$ cat src/hdl/fbc_pkg.sv
// Shared types and constants for the frustum box culling block.
`timescale 1ns / 1ps

package fbc_pkg;

  localparam int NUM_PLANES_DEF = 6;
  localparam int CORNER_COUNT   = 8;
  localparam int STEP_COUNT     = 6;   // lo/hi coordinate per axis
  localparam int COORD_W        = 32;
  localparam int NORM_W         = 16;
  localparam int PROD_W         = 48;
  localparam int SUM_W          = 50;
  localparam int NORM_FRAC      = 14;

  localparam logic OPC_LOAD = 1'b0;
  localparam logic OPC_TEST = 1'b1;

  localparam logic [1:0] AXIS_X = 2'd0;
  localparam logic [1:0] AXIS_Y = 2'd1;
  localparam logic [1:0] AXIS_Z = 2'd2;

  typedef struct packed {
    logic                       valid;
    logic [1:0]                 axis;
    logic                       hi;
    logic signed [COORD_W-1:0]  coord;
  } fbc_token_t;

  typedef struct packed {
    logic signed [NORM_W-1:0]   nx;
    logic signed [NORM_W-1:0]   ny;
    logic signed [NORM_W-1:0]   nz;
    logic signed [COORD_W-1:0]  offset;
  } fbc_plane_t;

  typedef struct packed {
    logic signed [COORD_W-1:0]  x;
    logic signed [COORD_W-1:0]  y;
    logic signed [COORD_W-1:0]  z;
  } fbc_vec_t;

endpackage

$ cat src/hdl/fbc_feed.sv
// Token feeder: streams the six box coordinates into the plane cell chain.
`timescale 1ns / 1ps

module fbc_feed import fbc_pkg::*; (
  input  logic       clk,
  input  logic       rst,
  input  logic       start,
  input  fbc_vec_t   box_lo,
  input  fbc_vec_t   box_hi,
  output fbc_token_t tok,
  output logic       busy
);

  fbc_vec_t   lo;
  fbc_vec_t   hi;
  logic [2:0] step;

  always_ff @(posedge clk) begin
    if (rst) begin
      busy <= 1'b0;
      step <= '0;
    end else if (start) begin
      busy <= 1'b1;
      step <= '0;
    end else if (busy) begin
      if (step == 3'(STEP_COUNT - 1)) begin
        busy <= 1'b0;
      end
      step <= step + 3'd1;
    end
  end

  always_ff @(posedge clk) begin
    if (start) begin
      lo <= box_lo;
      hi <= box_hi;
    end
  end

  // order: x lo, x hi, y lo, y hi, z lo, z hi
  always_comb begin
    tok.valid = busy;
    tok.axis  = step[2:1];
    tok.hi    = step[0];
    case (step[2:1])
      AXIS_X:  tok.coord = step[0] ? hi.x : lo.x;
      AXIS_Y:  tok.coord = step[0] ? hi.y : lo.y;
      AXIS_Z:  tok.coord = step[0] ? hi.z : lo.z;
      default: tok.coord = '0;
    endcase
  end

endmodule

$ cat config.mk
export PLATFORM = sky130hd
export DESIGN_NAME = fbc_feed
export DESIGN_NICKNAME = d
export VERILOG_FILES = /design/src/hdl/fbc_pkg.sv /design/src/hdl/fbc_feed.sv
export SDC_FILE = /design/constraint.sdc
export NUM_CORES = 1
export LEC_CHECK = 0
export BUFFER_PORTS_ARGS = -buffer_cell sky130_fd_sc_hd__buf_2
export CAP_MARGIN = 20
export CORE_ASPECT_RATIO = 1.75
export CORE_MARGIN = 4
export CORE_UTILIZATION = 55
export CTS_CLUSTER_DIAMETER = 100
export DETAILED_ROUTE_END_ITERATION = 8
export GPL_TIMING_DRIVEN = 0
export HOLD_SLACK_MARGIN = 0.06
export PLACE_DENSITY = 0.85
export SLEW_MARGIN = 30
export SYNTH_ARGS = -nofsm -noshare
export SYNTH_HDL_FRONTEND = slang
export SYNTH_SLANG_ARGS = --single-unit
export TNS_END_PERCENT = 5
$ cat constraint.sdc
create_clock -name clk -period 2.29 [get_ports clk]
set_input_delay 0.5725 -clock clk [delete_from_list [all_inputs] [get_ports clk]]
set_output_delay 0.5725 -clock clk [all_outputs]
set_load 0.1 [all_outputs]
==> impl_metrics.tcl <==
set metrics [dict create \
    status "complete, but fails checks" \
    failed_checks "setup timing" \
    layout-drive-gt1-share_pct 63.0 \
    die_w_um 97.2 \
    ys_seq_elements 196 \
    dr.pass1.iters 4 \
    ys_types 26 \
    grt_max_degree 107 \
    synthCells 393 \
    drc 0 \
    yosysTopAreaCellShare_pct 75.4 \
    arrival_ns 2.02 \
    clock-root-buffer "clkbuf_16" \
    setup_viol 32 \
    r2r-end "step[1]$_SDFFE_PP0P_" \
    worstHoldStart "box_hi[94]" \
    placed_cell_area_mm2 0.00959 \
    synth_edf_count 192 \
    ctsHoldBuffers 0 \
    hold_ws_ns 0.315 \
    wirelength_um 21100 \
    synth_area_mm2 0.00765 \
    io_pins 232 \
    synth_ff_type "edfxtp_1" \
    end_kind "output pin" \
    core_mm2 0.0135 \
    ys_async_sr_fraction_pct 0 \
    htreeDepth 4 \
    clk_pin_slew_ns 0.08 \
    maxCapViolations 0 \
    timing.rr.start "step[0]$_SDFFE_PP0P_" \
    ys_warn_count 0 \
    p_leak_nw 4.19 \
    grt_pass1_vias 5181 \
    yosysMostFrequentCell "edfxtp_1" \
    clkSinkCount 196 \
    fin_ws_ns -0.301 \
    utilization_pct 83.9 \
    antenna_left 0 \
    vias 4633 \
    clockBufferDepth 2 \
    wl_per_cell_um 24.9 \
    hold_viol 0 \
    die_y_um 164 \
    hold_class "primary input to register" \
    synthTopCellsByCount "192 x edfxtp_1, 64 x mux2i_1, 35 x nand2_1" \
    required_ns 1.72 \
    fin_crit_ns 2.59 \
    drtIter0Drc 306 \
    post-dp-hpwl_um 12800 \
    synth_largest_area_cell "edfxtp_1" \
    finalMaxSlewViolations 0 \
    startpoint_type "register" \
    grt_pass1_wl_um 28700 \
    clk_latency_ns 0.42 \
    grt_setup_unrepaired "true" \
    start_util_pct 56.6 \
    worstHoldPathCells 1 \
    reg2reg_slack_ns 0.82 \
    r2r_cells 4 \
    critical_path_class "register to output pin" \
    finClkSkew_ns 0.00365 \
    pre_cts_slack_ns -0.144 \
    synth.area.top_cells "edfxtp_1 75%, mux2i_1 8.4%, mux2_2 2.8%" \
    irDropWorstVdd_mv 0.646 \
    overflow 0 \
    syn-num-nets 590 \
    tightest_slew_ns 0.690 \
    die-area_mm2 0.0159 \
    final_cell_area_mm2 0.0113 \
    syn_area_per_cell_um2 19.5 \
    min_to "hi[94]$_DFFE_PP_" \
    antenna_found_initial 5 \
    via_per_inst 5.47 \
    cts_tree "built" \
    power.density_mw_per_mm2 817 \
    numCtsBuffers 17 \
    std_cell_rows 56 \
    place.gp.congestion 0.814 \
    area_delta_synth_final_pct 48.3 \
    track_usage_pct 24.5 \
    fin_crit_sh_pct 113 \
    slew_headroom_pct 54.0 \
    port_buffers 231 \
    crit_fanout 10 \
    seq_area_frac_synth_pct 76.4 \
    fmax_mhz 386 \
    fin_nets 849 \
]
## worst max-delay path, cell delays in order (launching register included)
cell	delay [ns]
dfxtp_4	0.36
buf_4	0.14
clkbuf_8	0.23
mux2i_1	0.44
o221ai_4	0.20
buf_8	0.21
## report_power, final
group	internal [mW]	total, mW	switching (mW)
Clock	1.58	3.03	1.45
Sequential	4.25	4.40	0.144
Combinational	0.756	1.85	1.09
## layout make-up
type                            instances  area [µm²]
Antenna cell                            8        20.0
Buffer                                 19         248
Clock buffer                           17         425
Clock inverter                         15         188
Fill cell                             617        2180
Inverter                                1        3.75
Multi-Input combinational cell        175        2560
Sequential cell                       196        5860
Tap cell                              174         218
Timing Repair Buffer                  242        1830
## flip-flops by register name, indices dropped and copies added, names as in the netlist
| register | flops |
|---|---|
| hi | 96 |
| step | 3 |
| lo | 96 |
| busy | 1 |
## metal layers
layer / part of all wire [%] / global-route usage [%] / vias to the layer above
li1: - / - / 2105
met1: 33 / 25.6 / 2271
met2: 58 / 45.7 / 210
met3: 5.4 / 5.74 / 47
met4: 3.9 / 12.1 / 0
met5: 0 / 0 / -
## worst max path at each step
stage | startpoint | endpoint | slack (ns) | depth (start not counted)
after floorplan | step[0]$_SDFFE_PP0P_ | tok[10] | -0.007 | 5
after global placement | start | step[1]$_SDFFE_PP0P_ | -1.56 | 2
after detailed placement | step[2]$_SDFFE_PP0P_ | tok[4] | -0.14 | 5
after CTS | step[0]$_SDFFE_PP0P_ | tok[4] | -0.19 | 6
after global routing | step[0]$_SDFFE_PP0P_ | tok[10] | -0.37 | 5
final | step[0]$_SDFFE_PP0P_ | tok[10] | -0.30 | 5
## per-stage QoR
stage / power, mW / instances / setup TNS (ns)
after floorplan: 5.41 / 393 / -0.197
after global placement: 5.77 / 798 / -298.99
after detailed placement: 5.83 / 799 / -2.69
after CTS: 9.09 / 835 / -4.36
after global routing: 9.58 / 845 / -6.44
final: 9.27 / 847 / -4.57
## kinds of logic (layout without fill, tap and decap cells)
group,after synthesis,after routing,share of synthesized area [%]
other,0,8,0
and+or+nand+nor,41,41,2.18
adders and majority gates,2,2,0.327
DFF,196,196,76.4
AOI/OAI and AO/OA,34,34,4.58
buffers and inverters,22,294,2.62
muxes,96,96,13.7
xor gates and xnor gates,2,2,0.229
## cell usage in the layout (no fill, tap or decap), types with 8 or more instances in the layout
cell type | synthesis | final
buf_2 | 6 | 198
edfxtp_1 | 192 | 192
o221ai_4 | 0 | 32
buf_12 | 4 | 31
nand2_1 | 35 | 28
mux2i_4 | 0 | 26
mux2i_2 | 0 | 25
clkbuf_16 | 0 | 20
mux2_2 | 19 | 19
mux2i_1 | 64 | 13
mux2_4 | 12 | 12
buf_6 | 4 | 9
diode_2 | 0 | 8
## repair_timing
action,in CTS,in global routing
setup buffers,4,2
setup endpoints to repair,32,32
pin swaps,5,12
cloned,1,3
gates resized for setup,173,59
(Power assumes the default switching activity.)
