<file path="src/hdl/fbc_pkg.sv">
// Shared types and constants for the frustum box culling block.
`timescale 1ns / 1ps

package fbc_pkg;

  localparam int NUM_PLANES_DEF = 6;
  localparam int CORNER_COUNT   = 8;
  localparam int STEP_COUNT     = 6;   // lo/hi coordinate per axis
  localparam int COORD_W        = 32;
  localparam int NORM_W         = 16;
  localparam int PROD_W         = 48;
  localparam int SUM_W          = 50;
  localparam int NORM_FRAC      = 14;

  localparam logic OPC_LOAD = 1'b0;
  localparam logic OPC_TEST = 1'b1;

  localparam logic [1:0] AXIS_X = 2'd0;
  localparam logic [1:0] AXIS_Y = 2'd1;
  localparam logic [1:0] AXIS_Z = 2'd2;

  typedef struct packed {
    logic                       valid;
    logic [1:0]                 axis;
    logic                       hi;
    logic signed [COORD_W-1:0]  coord;
  } fbc_token_t;

  typedef struct packed {
    logic signed [NORM_W-1:0]   nx;
    logic signed [NORM_W-1:0]   ny;
    logic signed [NORM_W-1:0]   nz;
    logic signed [COORD_W-1:0]  offset;
  } fbc_plane_t;

  typedef struct packed {
    logic signed [COORD_W-1:0]  x;
    logic signed [COORD_W-1:0]  y;
    logic signed [COORD_W-1:0]  z;
  } fbc_vec_t;

endpackage

</file>
<file path="src/hdl/fbc_cell.sv">
// One plane cell: holds a plane, tests the box corner with the least dot, forwards tokens.
`timescale 1ns / 1ps

module fbc_cell import fbc_pkg::*; (
  input  logic       clk,
  input  logic       rst,
  input  logic       wr_en,
  input  fbc_plane_t wr_plane,
  input  fbc_token_t tok_in,
  output fbc_token_t tok_out,
  input  logic       culled_in,
  output logic       culled_out,
  output logic       done_out
);

  fbc_plane_t               plane;

  logic                     p_valid;
  logic                     p_hi;
  logic                     p_first;
  logic                     p_last;
  logic signed [PROD_W-1:0] prod;
  logic signed [PROD_W-1:0] lo_prod;

  logic                     m_valid;
  logic                     m_first;
  logic                     m_last;
  logic signed [PROD_W-1:0] m;
  logic signed [SUM_W-1:0]  acc;

  logic signed [NORM_W-1:0]  norm_sel;
  logic signed [COORD_W-1:0] coord_s;
  logic signed [COORD_W-1:0] off_s;
  logic signed [PROD_W-1:0]  prod_next;
  logic signed [PROD_W-1:0]  m_next;
  logic signed [SUM_W-1:0]   sum;
  logic signed [SUM_W-1:0]   lim;
  logic                      outside;

  always_comb begin
    case (tok_in.axis)
      AXIS_X:  norm_sel = plane.nx;
      AXIS_Y:  norm_sel = plane.ny;
      AXIS_Z:  norm_sel = plane.nz;
      default: norm_sel = '0;
    endcase
  end

  assign coord_s   = tok_in.coord;
  assign prod_next = PROD_W'(norm_sel) * PROD_W'(coord_s);
  // the eight corners are all outside iff the one with the least dot is
  assign m_next    = (prod < lo_prod) ? prod : lo_prod;
  assign off_s     = plane.offset;
  assign sum       = m_first ? SUM_W'(m) : acc + SUM_W'(m);
  assign lim       = SUM_W'(off_s) <<< NORM_FRAC;
  assign outside   = (sum >= lim);

  always_ff @(posedge clk) begin
    if (wr_en) begin
      plane <= wr_plane;
    end
  end

  always_ff @(posedge clk) begin
    if (rst) begin
      tok_out.valid <= 1'b0;
      p_valid       <= 1'b0;
      m_valid       <= 1'b0;
      done_out      <= 1'b0;
    end else begin
      tok_out.valid <= tok_in.valid;
      p_valid       <= tok_in.valid;
      m_valid       <= p_valid && p_hi;
      done_out      <= m_valid && m_last;
    end
  end

  always_ff @(posedge clk) begin
    tok_out.axis  <= tok_in.axis;
    tok_out.hi    <= tok_in.hi;
    tok_out.coord <= tok_in.coord;
    prod          <= prod_next;
    p_hi          <= tok_in.hi;
    p_first       <= (tok_in.axis == AXIS_X);
    p_last        <= (tok_in.axis == AXIS_Z);
    if (p_valid && !p_hi) begin
      lo_prod <= prod;
    end
    m       <= m_next;
    m_first <= p_first;
    m_last  <= p_last;
    if (m_valid) begin
      acc <= sum;
    end
    // the neighbor's verdict lands in the same cycle this cell decides
    if (m_valid && m_last) begin
      culled_out <= culled_in | outside;
    end
  end

endmodule
</file>
<file path="config.mk">
export PLATFORM = sky130hd
export DESIGN_NAME = fbc_cell
export DESIGN_NICKNAME = d
export VERILOG_FILES = /design/src/hdl/fbc_pkg.sv /design/src/hdl/fbc_cell.sv
export SDC_FILE = /design/constraint.sdc
export NUM_CORES = 2
export LEC_CHECK = 0
export ABC_AREA = 0
export BUFFER_PORTS_ARGS = -buffer_cell sky130_fd_sc_hd__buf_2
export CORE_MARGIN = 3
export CORE_UTILIZATION = 40
export CTS_CLUSTER_SIZE = 8
export DETAILED_ROUTE_END_ITERATION = 12
export PLACE_DENSITY_LB_ADDON = 0.12
export SLEW_MARGIN = 20
export SYNTH_ARGS = -nofsm -noshare
export SYNTH_HDL_FRONTEND = slang
export SYNTH_SLANG_ARGS = --single-unit
</file>
<file path="constraint.sdc">
create_clock -name clk -period 20 [get_ports clk]
set_clock_uncertainty 0.15 [all_clocks]
set_input_delay 3 -clock clk [delete_from_list [all_inputs] [get_ports clk]]
set_output_delay 3 -clock clk [all_outputs]
set_load 0.05 [all_outputs]
</file>
==> flow_metrics.py <==
metrics = {
    "sta": {
        "setup_tns_ns": 0,
        "hold_viol_final": 0,
        "final_max_slew_viol_count": 0,
        "post-route-period-util_pct": 53.69,
        "setup_slack_ns": 9.263,
        "period_minus_slack_ns": 10.74,
        "worst_pin_slew_ns": 1.092,
        "relSlewSlack_pct": 26.90,
        "fmax_ghz": 0.09313,
        "setup_viol": 0,
        "grt_setup_unrepaired": "false",
    },
    "finish": {
        "syn_to_final_growth_pct": 10.10,
        "final_cell_mix": "663 x inv_1, 487 x fa_1, 382 x nand2_1, 246 x ha_1, 212 x and2_1",
        "fin_cells": 4718,
        "drive_above_1_share_pct": 8.486,
        "fin_util_pct": 44.85,
        "final_common_cell": "inv_1",
        "nets": 4412,
        "final.fill_count": 7996,
    },
    "synthesis": {
        "synth_area_per_cell_um2": 9.685,
        "yosysUniqueCellTypes": 73,
        "syn-cell-area_um2": 33770,
        "yosysWarnings": 0,
        "syn_nets": 4340,
        "ys_seq_area_share_pct": 24.10,
        "netlist_instances": 3487,
        "synth-edff-count": 179,
        "ys_ff_latch": 317,
        "async_flop_share_pct": 0,
        "synthFlopType": "edfxtp_1",
    },
    "worst_setup_path": {
        "critical_path_class": "input pin to register",
        "cp.arrival_ns": 11.05,
        "worstPathMaxFanout": 32,
        "cp.required_ns": 20.31,
        "cp_slowest_cell": "nor2b_2",
        "startpoint_type": "input pin",
        "path_common_cell": "fa_1",
        "timing.rr.start": "plane[42]",
        "cpPeakStageDelay_ns": 0.97,
        "cp-end-kind": "register",
        "setup.worst_path.start": "tok_in[33]",
    },
    "placement": {
        "placed_cells": 4632,
        "dpl_worst_slack_ns": 8.607,
        "gp_congestion": 0.8587,
        "place_hpwl_um": 67010,
        "placement.io_buffers": 157,
    },
    "global_routing": {
        "grt.total_usage_pct": 20.62,
        "gr-total-overflow": 0,
        "grt_pass1_vias": 24943,
        "grt_pass1_wl_um": 141900,
        "antenna_found_initial": 2,
        "grt_max_degree": 72,
    },
    "detailed_routing": {
        "viasPerCell": 5.063,
        "first_pass_iters": 8,
        "wire_per_inst_um": 18.83,
        "via_count": 23886,
        "drt_wl_total_um": 88830,
        "ant_nets": 0,
        "drt_iter0_markers": 1344,
        "drc": 0,
    },
    "clock_tree": {
        "cts.reportedPaths.clkPinSlew_ns": 0.05,
        "cts_buffers": 48,
        "h-tree-depth": 2,
        "cts.sinks": 317,
        "cts_tree": "built",
        "clock_path_buffers": 3,
        "ctsResizeCount": 0,
        "clkLatencyLatePin_ns": 0.60,
        "root_buffer": "clkbuf_16",
        "hold_buffers": 0,
        "cts_setup_buffers": 0,
    },
    "die": {
        "fp.dieW_um": 296.6,
        "die_height_um": 296.6,
        "io_pins": 158,
        "core-area_um2": 82900,
        "start_util_pct": 40.74,
        "die_area_um2": 87950,
        "rows": 105,
    },
    "min_path": {
        "worstHoldStart": "p_last",
        "hold_path.class": "register to register",
    },
    "run": {
        "drv_cap": 0,
    },
    "status": {
        "status": "completed",
    },
}
-- through the flow --
stage | instance area, µm² | hold WS [ns]
after floorplan | 33770 | 0.1596
after global placement | 35660 | 0.1816
after detailed placement | 35660 | 0.1837
after CTS | 37180 | 0.1947
after global routing | 37180 | 0.1950
final | 37180 | 0.1888
-- cell families (layout without fill, tap and decap cells) --
family / Yosys count / after routing / share of synthesized area [%]
AOI/OAI and AO/OA: 489 / 489 / 9.885
adders and majority gates: 733 / 733 / 37.98
DFF: 317 / 317 / 24.10
muxes: 72 / 72 / 2.153
buffers and inverters: 828 / 935 / 9.352
and+or+nand+nor: 959 / 959 / 14.22
other: 0 / 1 / 0
xor gates and xnor gates: 89 / 89 / 2.308
-- critical path, delay by kind of cell --
kind	cells	cell delay [ns]
AO/OA/AOI/OAI	7	1.60
adder cells (fa/ha/maj)	7	3.38
buffers and inverters	6	1.07
AND/OR/NAND/NOR	7	1.92
-- synth_stat cells (65+ instances only) --
master / number / area, µm²
inv_1: 663 / 2489
nor2b_1: 65 / 406.6
nor2_1: 73 / 274.0
fa_1: 487 / 9749
nand2_1: 383 / 1438
a21o_1: 111 / 833.3
dfxtp_1: 138 / 2763
and2_1: 212 / 1326
mux2i_1: 67 / 670.6
a21oi_1: 100 / 500.5
clkbuf_1: 135 / 506.7
edfxtp_1: 179 / 5375
ha_1: 246 / 3078
o21ai_0: 86 / 430.4
nand4_1: 81 / 506.7
-- registers in the layout, indices dropped and copies added, names as in the netlist --
name / count
m_first: 1
off_s: 32
p_last: 1
tok_out: 34
p_first: 1
m_valid: 1
plane: 48
done_out: 1
prod: 48
p_hi: 1
m_last: 1
lo_prod: 48
p_valid: 1
culled_out: 1
m: 48
acc: 50
-- path summary, 6_finish.rpt --
path | cells past startpoint | slack (ns) | end
worst max register to register | 23 | 12.46 | prod[47]
worst min-delay path | 0 | 0.19 | m_last
worst min register to register | 0 | 0.19 | m_last
worst max-delay path | 27 | 9.26 | prod[40]
-- routing by layer --
layer / vias up / part of all wire [%] / track usage [%]
met3: 138 / 5.1 / 3.054
li1: 11356 / - / -
met5: - / 0 / 0
met2: 586 / 44 / 32.48
met1: 11806 / 48 / 29.81
met4: 0 / 2.6 / 5.471
-- cell type report --
class                           instances  area (µm²)  area share (%)
Sequential cell                       317        8140           21.89
Multi-Input combinational cell       2342       22620           60.83
Timing Repair Buffer                  187        1013           2.726
Inverter                              663        2489           6.694
Clock buffer                           78        1366           3.675
Antenna cell                            1       2.502        0.006731
Tap cell                             1123        1405           3.779
Clock inverter                          7       146.4          0.3937
Power is left out: the tool's default activity adds up to more than one toggle a clock period on the data nets, which glitch-free logic cannot reach.
